--- src/rtl/encoder_period_tachometer_assert.svh ---
// ----------------------------------------------------------------------------
// Assertion macros for the encoder period tachometer
// Shared property wrappers, clocked on clk_i and disabled during reset.
// ----------------------------------------------------------------------------
`ifndef ENCODER_PERIOD_TACHOMETER_ASSERT_SVH
`define ENCODER_PERIOD_TACHOMETER_ASSERT_SVH

// Plain property, checked at every edge out of reset.
`define ETP_ASSERT(label, prop, msg) \
  label: assert property (@(posedge clk_i) disable iff (!rst_ni) (prop)) else $error(msg);

// Same-cycle implication.
`define ETP_ASSERT_IMPL(label, ante, cons, msg) \
  label: assert property (@(posedge clk_i) disable iff (!rst_ni) (ante) |-> (cons)) \
    else $error(msg);

// Next-cycle implication.
`define ETP_ASSERT_NEXT(label, ante, cons, msg) \
  label: assert property (@(posedge clk_i) disable iff (!rst_ni) (ante) |=> (cons)) \
    else $error(msg);

`endif

--- src/rtl/etp_pkg.sv ---
// ----------------------------------------------------------------------------
// etp_pkg
// Widths, reset values, register indexes and shared types of the tachometer.
// ----------------------------------------------------------------------------
package etp_pkg;

  localparam int NUM_W             = 40;
  localparam int STALL_W           = 8;
  localparam int STAMP_W           = 32;
  localparam int SPEED_W           = 21;
  localparam int EDGES_PER_MEASURE = 16;
  localparam int PHASE_W           = $clog2(EDGES_PER_MEASURE);
  localparam int DIV_CNT_W         = $clog2(NUM_W + 1);
  localparam int CFG_IDX_W         = 1;

  // register indexes of the config port
  localparam logic [CFG_IDX_W-1:0] CFG_RATE_NUM = 1'b0;
  localparam logic [CFG_IDX_W-1:0] CFG_STALL    = 1'b1;

  localparam logic [NUM_W-1:0]   NUM_RESET   = 40'd109282150;
  localparam logic [STALL_W-1:0] STALL_RESET = 8'd3;
  localparam logic [STALL_W-1:0] IDLE_MAX    = {STALL_W{1'b1}};

  // magnitude limits, forward and backward
  localparam logic [NUM_W-1:0] SPEED_POS_MAX = NUM_W'((64'd1 << (SPEED_W - 1)) - 64'd1);
  localparam logic [NUM_W-1:0] SPEED_NEG_MAX = NUM_W'(64'd1 << (SPEED_W - 1));

  typedef struct packed {
    logic busy;
    logic done;
  } div_stat_t;

endpackage

--- src/rtl/encoder_period_tachometer.sv ---
// ----------------------------------------------------------------------------
// encoder_period_tachometer
// Wheel speed from quadrature encoder edge timestamps, reported once per tick.
// ----------------------------------------------------------------------------
// Each input word is either an encoder edge (kind 0) or a control tick
// (kind 1). Edges return nothing: they clear the stall count, every
// sixteenth edge latches the time since the previous sixteenth edge as
// the period, and a rising A edge sets direction from the B level.
// Each tick returns exactly one output word: speed in rpm*256, signed by
// direction and saturated to 21 bits, or zero when the wheel has stalled or
// no period has been measured yet. A tick that reads zero passes from
// ST_IDLE through ST_OUT to the output register; any other tick first
// waits in ST_DIV on a bit-serial divider (one quotient bit per cycle over
// the 40-bit numerator), during which in_ready_o is low. Edges are still accepted while
// a finished word waits on out_ready_i. Config writes are always accepted
// and must only be issued while the block is idle.
module encoder_period_tachometer (
  input  logic                          clk_i,
  input  logic                          rst_ni,
  // config write channel
  input  logic                          cfg_valid_i,
  output logic                          cfg_ready_o,
  input  logic [etp_pkg::CFG_IDX_W-1:0] cfg_index_i,
  input  logic [etp_pkg::NUM_W-1:0]     cfg_data_i,
  // input channel
  input  logic                          in_valid_i,
  output logic                          in_ready_o,
  input  logic                          kind_i,
  input  logic                          from_channel_a_i,
  input  logic                          level_a_i,
  input  logic                          level_b_i,
  input  logic [etp_pkg::STAMP_W-1:0]   time_us_i,
  // output channel
  output logic                          out_valid_o,
  input  logic                          out_ready_i,
  output logic signed [etp_pkg::SPEED_W-1:0] speed_q8_o,
  output logic                          moving_backward_o
);

`include "encoder_period_tachometer_assert.svh"

  localparam logic [1:0] ST_IDLE = 2'd0;
  localparam logic [1:0] ST_DIV  = 2'd1;
  localparam logic [1:0] ST_OUT  = 2'd2;

  // config registers
  logic [etp_pkg::NUM_W-1:0]   rate_num_q;
  logic [etp_pkg::STALL_W-1:0] stall_ticks_q;

  // measurement state
  logic [etp_pkg::PHASE_W-1:0] phase_q, phase_d;
  logic [etp_pkg::STALL_W-1:0] idle_ticks_q, idle_ticks_d;
  logic [etp_pkg::STAMP_W-1:0] last_stamp_q, last_stamp_d;
  logic [etp_pkg::STAMP_W-1:0] period_q, period_d;
  logic                        backward_q, backward_d;

  // sequencer and output word
  logic [1:0]                  state_q, state_d;
  logic [etp_pkg::SPEED_W-1:0] res_q, res_d;
  logic                        out_valid_q, out_valid_d;
  logic [etp_pkg::SPEED_W-1:0] speed_q, speed_d;
  logic                        out_back_q, out_back_d;

  logic                        in_acc;
  logic                        div_start;
  etp_pkg::div_stat_t          div_stat;
  logic [etp_pkg::NUM_W-1:0]   quotient;
  logic [etp_pkg::NUM_W-1:0]   limit;
  logic [etp_pkg::SPEED_W-1:0] mag;
  logic [etp_pkg::STALL_W-1:0] idle_inc;

  assign cfg_ready_o = 1'b1;
  assign in_ready_o  = (state_q == ST_IDLE);
  assign in_acc      = in_valid_i && in_ready_o;

  assign idle_inc = (idle_ticks_q == etp_pkg::IDLE_MAX) ? idle_ticks_q
                                                        : idle_ticks_q + 1'b1;

  // saturate the quotient; direction cannot change while a tick is in flight
  assign limit = backward_q ? etp_pkg::SPEED_NEG_MAX : etp_pkg::SPEED_POS_MAX;
  assign mag   = (quotient > limit) ? limit[etp_pkg::SPEED_W-1:0]
                                    : quotient[etp_pkg::SPEED_W-1:0];

  etp_div u_div (
    .clk_i      (clk_i),
    .rst_ni     (rst_ni),
    .start_i    (div_start),
    .dividend_i (rate_num_q),
    .divisor_i  (period_q),
    .stat_o     (div_stat),
    .quotient_o (quotient)
  );

  always_comb begin
    phase_d      = phase_q;
    idle_ticks_d = idle_ticks_q;
    last_stamp_d = last_stamp_q;
    period_d     = period_q;
    backward_d   = backward_q;
    state_d      = state_q;
    res_d        = res_q;
    out_valid_d  = out_valid_q && !out_ready_i;
    speed_d      = speed_q;
    out_back_d   = out_back_q;
    div_start    = 1'b0;

    case (state_q)
      ST_IDLE: begin
        if (in_acc && !kind_i) begin
          // encoder edge
          idle_ticks_d = '0;
          if (phase_q == etp_pkg::PHASE_W'(etp_pkg::EDGES_PER_MEASURE - 1)) begin
            phase_d      = '0;
            period_d     = time_us_i - last_stamp_q;
            last_stamp_d = time_us_i;
          end else begin
            phase_d = phase_q + 1'b1;
          end
          if (from_channel_a_i && level_a_i) begin
            backward_d = !level_b_i;
          end
        end else if (in_acc) begin
          // control tick
          idle_ticks_d = idle_inc;
          if (idle_inc >= stall_ticks_q || period_q == '0) begin
            res_d   = '0;
            state_d = ST_OUT;
          end else begin
            div_start = 1'b1;
            state_d   = ST_DIV;
          end
        end
      end
      ST_DIV: begin
        if (div_stat.done) begin
          res_d   = backward_q ? (~mag + 1'b1) : mag;
          state_d = ST_OUT;
        end
      end
      ST_OUT: begin
        if (!out_valid_q || out_ready_i) begin
          out_valid_d = 1'b1;
          speed_d     = res_q;
          out_back_d  = backward_q;
          state_d     = ST_IDLE;
        end
      end
      default: begin
        state_d = ST_IDLE;
      end
    endcase
  end

  always_ff @(posedge clk_i or negedge rst_ni) begin
    if (!rst_ni) begin
      rate_num_q    <= etp_pkg::NUM_RESET;
      stall_ticks_q <= etp_pkg::STALL_RESET;
      phase_q       <= '0;
      idle_ticks_q  <= '0;
      last_stamp_q  <= '0;
      period_q      <= '0;
      backward_q    <= 1'b0;
      state_q       <= ST_IDLE;
      out_valid_q   <= 1'b0;
    end else begin
      if (cfg_valid_i && cfg_ready_o) begin
        case (cfg_index_i)
          etp_pkg::CFG_RATE_NUM: rate_num_q    <= cfg_data_i;
          etp_pkg::CFG_STALL:    stall_ticks_q <= cfg_data_i[etp_pkg::STALL_W-1:0];
          default: begin
          end
        endcase
      end
      phase_q      <= phase_d;
      idle_ticks_q <= idle_ticks_d;
      last_stamp_q <= last_stamp_d;
      period_q     <= period_d;
      backward_q   <= backward_d;
      state_q      <= state_d;
      out_valid_q  <= out_valid_d;
    end
  end

  always_ff @(posedge clk_i) begin
    res_q      <= res_d;
    speed_q    <= speed_d;
    out_back_q <= out_back_d;
  end

  assign out_valid_o       = out_valid_q;
  assign speed_q8_o        = speed_q;
  assign moving_backward_o = out_back_q;

  // input must be held off while the divider runs
  `ETP_ASSERT_IMPL(a_div_blocks_in, div_stat.busy, !in_ready_o, "input ready during divide")
  // a divide result only lands while the sequencer waits for it
  `ETP_ASSERT_IMPL(a_done_in_div, div_stat.done, state_q == ST_DIV, "stray divider done")
  // forward words never carry a negative speed
  `ETP_ASSERT_IMPL(a_fwd_sign, out_valid_o && !moving_backward_o, !speed_q8_o[etp_pkg::SPEED_W-1],
                   "negative speed while forward")
  // stall counter saturates rather than wrapping
  `ETP_ASSERT_NEXT(a_idle_sat, idle_ticks_q == etp_pkg::IDLE_MAX && in_acc && kind_i,
                   idle_ticks_q == etp_pkg::IDLE_MAX, "stall count wrapped")

endmodule

--- src/rtl/etp_div.sv ---
// ----------------------------------------------------------------------------
// etp_div
// Bit-serial restoring divider: one quotient bit per cycle, MSB first.
// ----------------------------------------------------------------------------
module etp_div (
  input  logic                        clk_i,
  input  logic                        rst_ni,
  input  logic                        start_i,
  input  logic [etp_pkg::NUM_W-1:0]   dividend_i,
  input  logic [etp_pkg::STAMP_W-1:0] divisor_i,
  output etp_pkg::div_stat_t          stat_o,
  output logic [etp_pkg::NUM_W-1:0]   quotient_o
);

  // dividend shifts out of the top while quotient bits shift in at the bottom
  logic [etp_pkg::NUM_W-1:0]     num_q, num_d;
  logic [etp_pkg::STAMP_W-1:0]   den_q, den_d;
  logic [etp_pkg::STAMP_W-1:0]   rem_q, rem_d;
  logic [etp_pkg::DIV_CNT_W-1:0] cnt_q, cnt_d;
  logic                          busy_q, busy_d;
  logic                          done_q, done_d;

  logic [etp_pkg::STAMP_W:0]     rem_sh;
  logic [etp_pkg::STAMP_W:0]     rem_sub;
  logic                          ge;

  assign rem_sh  = {rem_q, num_q[etp_pkg::NUM_W-1]};
  assign ge      = rem_sh >= {1'b0, den_q};
  assign rem_sub = rem_sh - {1'b0, den_q};

  always_comb begin
    num_d  = num_q;
    den_d  = den_q;
    rem_d  = rem_q;
    cnt_d  = cnt_q;
    busy_d = busy_q;
    done_d = 1'b0;
    if (start_i) begin
      num_d  = dividend_i;
      den_d  = divisor_i;
      rem_d  = '0;
      cnt_d  = etp_pkg::DIV_CNT_W'(etp_pkg::NUM_W);
      busy_d = 1'b1;
    end else if (busy_q) begin
      num_d = {num_q[etp_pkg::NUM_W-2:0], ge};
      rem_d = ge ? rem_sub[etp_pkg::STAMP_W-1:0] : rem_sh[etp_pkg::STAMP_W-1:0];
      cnt_d = cnt_q - 1'b1;
      if (cnt_q == etp_pkg::DIV_CNT_W'(1)) begin
        busy_d = 1'b0;
        done_d = 1'b1;
      end
    end
  end

  always_ff @(posedge clk_i or negedge rst_ni) begin
    if (!rst_ni) begin
      cnt_q  <= '0;
      busy_q <= 1'b0;
      done_q <= 1'b0;
    end else begin
      cnt_q  <= cnt_d;
      busy_q <= busy_d;
      done_q <= done_d;
    end
  end

  always_ff @(posedge clk_i) begin
    num_q <= num_d;
    den_q <= den_d;
    rem_q <= rem_d;
  end

  assign stat_o.busy = busy_q;
  assign stat_o.done = done_q;
  assign quotient_o  = num_q;

endmodule
--- config.mk ---
export PLATFORM = sky130hd
export DESIGN_NAME = encoder_period_tachometer
export DESIGN_NICKNAME = d
export VERILOG_FILES = /design/src/rtl/etp_pkg.sv /design/src/rtl/encoder_period_tachometer.sv /design/src/rtl/etp_div.sv
export VERILOG_INCLUDE_DIRS = /design/src /design/src/rtl
export SDC_FILE = /design/constraint.sdc
export NUM_CORES = 1
export LEC_CHECK = 0
export ABC_AREA = 1
export BUFFER_PORTS_ARGS = -buffer_cell sky130_fd_sc_hd__buf_2
export CAP_MARGIN = 25
export CORE_MARGIN = 2
export CORE_UTILIZATION = 45
export CTS_BUF_LIST = sky130_fd_sc_hd__clkbuf_8
export CTS_CLUSTER_SIZE = 10
export DETAILED_ROUTE_END_ITERATION = 12
export PLACE_DENSITY = 0.6
export SLEW_MARGIN = 20
export SYNTH_ARGS = -nofsm -noshare
export SYNTH_HDL_FRONTEND = slang
export SYNTH_HIERARCHICAL = 1
export SYNTH_SLANG_ARGS = --single-unit
--- constraint.sdc ---
create_clock -name clk_i -period 15.9 [get_ports clk_i]
set_input_delay 0.795 -clock clk_i [delete_from_list [all_inputs] [get_ports clk_i]]
set_output_delay 0.795 -clock clk_i [all_outputs]
set_load 0.1 [all_outputs]
==> results of run 1 <==
critical path: cells and delay by family, from the launching register on:
family | cells | cell delay (ns)
and+or+nand+nor | 6 | 1.11
DFF | 1 | 0.39
xor gates and xnor gates | 1 | 0.18
adders and majority gates | 2 | 0.51
buffers and inverters | 7 | 1.95
AOI/OAI and AO/OA | 4 | 0.45
sequential cells by signal, summed over array words and instances, names as in the netlist, 4 cells and up:
register          count
rate_num_q           40
u_div/quotient_o     40
last_stamp_q         32
period_q             32
u_div/den_q          32
u_div/rem_q          32
res_q                21
speed_q8_o           21
idle_ticks_q          8
stall_ticks_q         8
u_div/cnt_q           6
phase_q               4
layer usage:
metal	vias up	GRT usage	wire, µm
met1	6301	0.3010	20000
met3	72	0.03032	1677
met2	270	0.3171	16930
li1	7173	-	-
met5	-	0	0
met4	0	0.07658	1105
power by group through the flow:
stage,logic [µW],registers (µW),clock network [µW]
3_5_place_dp,1680,1200,0
5_1_grt,1930,1210,678
6_report,1680,1190,626
4_1_cts,1690,1180,650
3_3_place_gp,1650,1190,0
2_1_floorplan,1220,1250,0
worst max path at each step:
stage | endpoint | slack [ns]
finish | u_div/quotient_o[32] | 10.88
floorplan | u_div/quotient_o[0] | 8.74
global placement | u_div/quotient_o[0] | 10.74
CTS | u_div/quotient_o[12] | 10.82
global route | u_div/quotient_o[5] | 10.32
detailed placement | u_div/quotient_o[25] | 10.84
cell type report:
| cell class | instances | area, µm² |
|---|---|---|
| repair buffers | 117 | 641.9 |
| multi-input cells | 1502 | 8041 |
| inverters | 308 | 1157 |
| clock buffers | 47 | 646.9 |
| fillers | 3693 | 18500 |
| well taps | 511 | 639.4 |
| clock inverters | 41 | 255.2 |
| flip-flops and latches | 283 | 7515 |
metrics by stage:
stage               hold WS, ns  utilization  cells  worst slack, ns  total power (µW)
floorplan                0.4003            -   2145            8.744              2468
CTS                      0.1534       0.5047   2808            10.82              3521
finish                   0.1741       0.5053   2809            10.88              3495
detailed placement       0.4045       0.4806   2720            10.84              2875
global route             0.2090       0.5053   2809            10.32              3821
global placement         0.4006       0.4798   2717            10.74              2839
==> impl_results.md, run 1 <==
* Synth Warn # at 6
* HP Class: in -> async
* CP dominant cell by count: inv_1
* Vias/cell at 4.918
* Flop pwr share at 0.339
* CTS root buf: clkbuf_8
* Final setup vio count at 0
* Final instance area at roughly 19000 µm²
* Clk network pwr share at 0.179
* GR Overflow Total at 0
* Number of remaining DRC errors at 0
* Final hold vios at 0
* CTS buffer count at 47
* Setup bufs post-CTS at 0
* Setup TNS at 0 ns
* Via count at 13816
* Fmax achieved at around 200 MHz
* Slew Viols, Final at 0
* CTS Hold Bufs at 0
* Post-cts gate resize count at 0
* Critical path endpoint category: register
* Synth-to-Final Area Change at 11.39%
* Synth Instances at about 2100
* Initial antenna violation count at 0
* Routability congestion estimate from global placement at 0.8855
* Sw frac at 0.4499
* Max cap viols at 0
* Clk slew on worst S/H paths at ~0.060 ns
* Worst path slowest cell: buf_4
* Largest net degree at the start of global routing at 79
* Post-Route WL at 39710 µm
* Time the worst path needs with I/O delays and setup at about 5 ns
* Final HPWL DP at 29730 µm
* Die area at slightly below 40000 µm²
* Core area at 37400 µm²
* Placed cell area at 17970 µm²
* Clk buf depth at 3
* Clk Latency, worst-skew pair at 0.64 ns
* Outcome: finished clean
* R2r setup slk at around 11 ns
* Measured slew at the worst slew-check pin at 1.060 ns
* Initial Utilization at 0.4536
* First-pass DRT Iterations at 5
* TritonCTS Sinks at around 280
* First DRT Iteration DRCs at 787
* Worst setup path start: idle_ticks_q[0]
* Mean Syn Cell Area at slightly below 8 µm²
* Power share of the combinational group at 0.482
* P_sw at 1573 µW
* CP required at 16.16 ns
* Setup CP Type: reg -> reg
* Die X at 198.2 µm
* Gr usage total at 0.2084
* Ant diodes at 0
* Internal power at 1923 µW
* Worst r2r src: idle_ticks_q[0]
* Post-layout nets at 2440
* Most common cell after layout, fill and taps aside: nand2_1
* Reg-to-reg endpoint: u_div/quotient_o[32]
* Max incr delay on CP at 0.72 ns
* Maximum vdd drop at 0.07059 mV
* Rows at just over 70
* Critical path peak fanout at 78
* Commonest non-fill, non-tap cells in the layout: nand2_1, inv_1, dfrtp_1
* Port Buffer Count at 105
* Syn Nets at 2326
* Max Clock Skew at 0.02476 ns
* Leakage at 0.009588 µW
* Mapped cell area at ~17000 µm²
* DR WL/cell at between 10 and 15 µm
* Number of global-route vias before repair at 13299
* Clock tree from TritonCTS: built
* First-pass GRT wire length at 65980 µm
* Fin crit share at 0.3159
* Relative slew slack at 0.2915
* RSZ-0062 raised after global routing: false
* CP Cell Sequence: ha_1, nand3_1, inv_1, nand2_1, nor2_1, inv_1, nand3_1, xor2_1, inv_1, ha_1, a21oi_1, o21ai_0, a21oi_1, o41ai_1, nor3_2, buf_4, nor2_1, buf_6, inv_2, buf_4
* Die Height at approximately 200 µm
* IO Pins at 107
* P per Cell Area at 185.0 nW/µm²
* Share of cells above drive strength 1 at 0.1323
* Reg2reg path depth at 20
* Startpoint Class: register
* Crit path DAT at 5.28 ns
* H-tree depth at 2
* Detail Route Antenna Nets at 0
Power figures use the tool's default switching activity.
==> inputs of run 2 (changes only) <==
PLACE_DENSITY = 0.62   (was 0.6)
clock period = 4.1 ns   (was 15.9 ns; I/O delays follow)
==> run 2 against run 1 <==
- global-route usage grew 0.34 points
- critical path depth shrank 2
- sequential share of layout area shrank 1.9 points
- hold slack lost 0.099 ns
- final cell count grew 3.2%
- via count grew 2.6%
- core utilization grew 2.5 points
- total power grew to 3.9 times the previous value
- final area grew 5.0%
- combinational power grew to 4.0 times the previous value
- count of clock-buffer cells in the layout grew 5
- first-iteration DRC count shrank 0.64%
- largest cell class unchanged
==> impl_results.md, run 2 (synthesis gave the netlist of run 1 again) <==
* Worst setup path start: backward_q
* Clk slew on worst S/H paths at 0.06 ns (about the same)
* R2r setup slk at 0.41 ns (-10.46 ns)
* Final hold vios at 0 (unchanged)
* Met2 wire length at 17370 µm (+2.6%)
* DR WL/cell at 13.81 µm (-2.3%)
* Hold path cells at 3
* Post-place setup slack at 0.3531 ns (-10.49 ns)
* Fin crit share at 0.8993 (+0.5834)
* Final worst slack at 0.4129 ns (-10.46 ns)
* Worst hold slack at 0.07495 ns (-0.09919 ns)
* Commonest non-fill, non-tap cells in the layout: nand2_1, inv_1, dfrtp_1
* Initial antenna violation count at 1 (+1)
* Number of global-route vias before repair at 13688 (+2.9%)
* Fmax achieved at 271.2 MHz (+36%)
* CTS root buf: clkbuf_8
* Startpoint Class: register
* Hold Path End: backward_q
* Critical path endpoint category: register
* Reg2reg path depth at 18 (-10%)
* CP required at 4.46 ns (-11.70 ns)
* Clock tree from TritonCTS: built
* Largest net degree at the start of global routing at 65 (-18%)
* Max cap viols at 0 (unchanged)
* GR Overflow Total at 0 (unchanged)
* Relative slew slack at 0.4835 (+0.1920)
* P per Cell Area at 694.4 nW/µm² (+280%)
* Most common cell after layout, fill and taps aside: nand2_1
* Share of cells above drive strength 1 at 0.1341 (+0.001771)
* Die X at 198.2 µm (unchanged)
* First-pass DRT Iterations at 5 (unchanged)
* Placed cell area at 18070 µm² (+0.54%)
* Port Buffer Count at 105 (unchanged)
* Vias/cell at 4.889 (-0.60%)
* Gr usage total at 0.2118 (+0.003401)
* Post-Route WL at 40040 µm (+0.83%)
* Number of remaining DRC errors at 0 (unchanged)
* Measured slew at the worst slew-check pin at 0.7729 ns (-0.2875 ns)
* Crit path DAT at 4.04 ns (-1.24 ns)
* Rows at 71 (unchanged)
* Fill cells at 3580 (-3.1%)
* Slew Viols, Final at 0 (unchanged)
* Outcome: finished clean
* IO Pins at 107 (unchanged)
* Core area at 37400 µm² (unchanged)
* Metal3 WL at 1989 µm (+19%)
* Die Height at 198.2 µm (unchanged)
* Post-cts gate resize count at 0 (unchanged)
* CTS buffer count at 48 (+2.1%)
* Via count at 14173 (+2.6%)
* HP Class: in -> reg
* Maximum vdd drop at 0.3563 mV (+400%)
* Final setup vio count at 0 (unchanged)
* Hold path startpoint: from_channel_a_i
* Setup TNS at 0 ns (unchanged)
* Highest routed layer: met4
* H-tree depth at 2 (unchanged)
* First DRT Iteration DRCs at 782 (-0.64%)
* Synth-to-Final Area Change at 16.91%
* Final instance area at 19830 µm² (+5.0%)
* Leakage at 0.009989 µW (+4.2%)
* Detail Route Antenna Nets at 0 (unchanged)
* Final HPWL DP at 29560 µm (-0.58%)
* Worst r2r src: backward_q
* RSZ-0062 raised after global routing: false
* Post-layout nets at 2529 (+3.6%)
* Clk Latency, worst-skew pair at 0.61 ns (-0.03 ns)
* Reg-to-reg endpoint: res_q[18]
* First-pass GRT wire length at 67180 µm (+1.8%)
* Critical path peak fanout at 26 (-67%)
* Die area at 39270 µm² (unchanged)
* Setup CP Type: reg -> reg
* Initial Utilization at 0.4536 (unchanged)
* Clk buf depth at 3 (unchanged)
* Max Clock Skew at 0.02314 ns (-0.001617 ns)
* Routability congestion estimate from global placement at 0.9136 (+3.2%)
* Met1 WL at 19630 µm (-1.9%)
* Time the worst path needs with I/O delays and setup at 3.687 ns (-1.336 ns)
* TritonCTS Sinks at 283 (unchanged)
-- run 2: stage by stage --
| stage | power (µW) | cells | util |
|---|---|---|---|
| 2_1_floorplan | 9590 | 2145 | - |
| 3_3_place_gp | 11080 | 2729 | 0.4831 |
| 3_5_place_dp | 11220 | 2729 | 0.4832 |
| 4_1_cts | 13880 | 2894 | 0.5291 |
| 5_1_grt | 15070 | 2899 | 0.5303 |
| 6_report | 13770 | 2899 | 0.5303 |
-- run 2: layer usage --
metal | vias to the layer above | global-route usage
met3 | 69 | 0.03441
met5 | - | 0
li1 | 7348 | -
met4 | 0 | 0.06962
met1 | 6438 | 0.2994
met2 | 318 | 0.3313
-- run 2: power breakdown --
group          internal (µW)  switching [µW]
Combinational           2280            4360
Clock                   1360            1160
Sequential              4060             557
Total                   7700            6070
-- run 2: timing repair --
| item | in CTS | in global routing |
|---|---|---|
| hold buffers | 76 | 0 |
| hold endpoints to repair | 151 | 0 |
| setup buffers | 0 | 3 |
| endpoints found under the setup margin | 0 | 80 |
-- run 2: worst max-delay path by stage --
stage                                endpoint  slack (ns)
after floorplan           u_div/quotient_o[0]        0.01
after global placement    u_div/quotient_o[0]        0.48
after detailed placement  u_div/quotient_o[0]        0.35
after CTS                 u_div/quotient_o[0]        0.32
after global routing                res_q[18]        0.04
final                               res_q[18]        0.41
-- run 2: worst max-delay path, stage by stage, from the launching register on --
cell,delay [ns]
dfrtp_1,0.73
inv_1,0.33
ha_1,0.38
nand3_2,0.08
nor2_2,0.11
nand2_1,0.09
nor2_4,0.11
nand3_2,0.11
nand2_4,0.33
inv_1,0.09
o21ai_0,0.15
inv_1,0.08
ha_1,0.21
nand3_1,0.08
nand2_1,0.10
nand3_2,0.14
nor2_4,0.07
a21oi_1,0.17
nor2_1,0.07
-- run 2: layout make-up --
type,instances,area (µm²),share of cell area
Clock inverter,37,240.2,0.01211
Clock buffer,52,715.7,0.03608
Tap cell,511,639.4,0.03224
Multi-Input combinational cell,1502,8055,0.4061
Inverter,308,1156,0.05829
Sequential cell,283,7515,0.3789
Timing Repair Buffer,205,1510,0.07614
Antenna cell,1,2.502,0.0001262
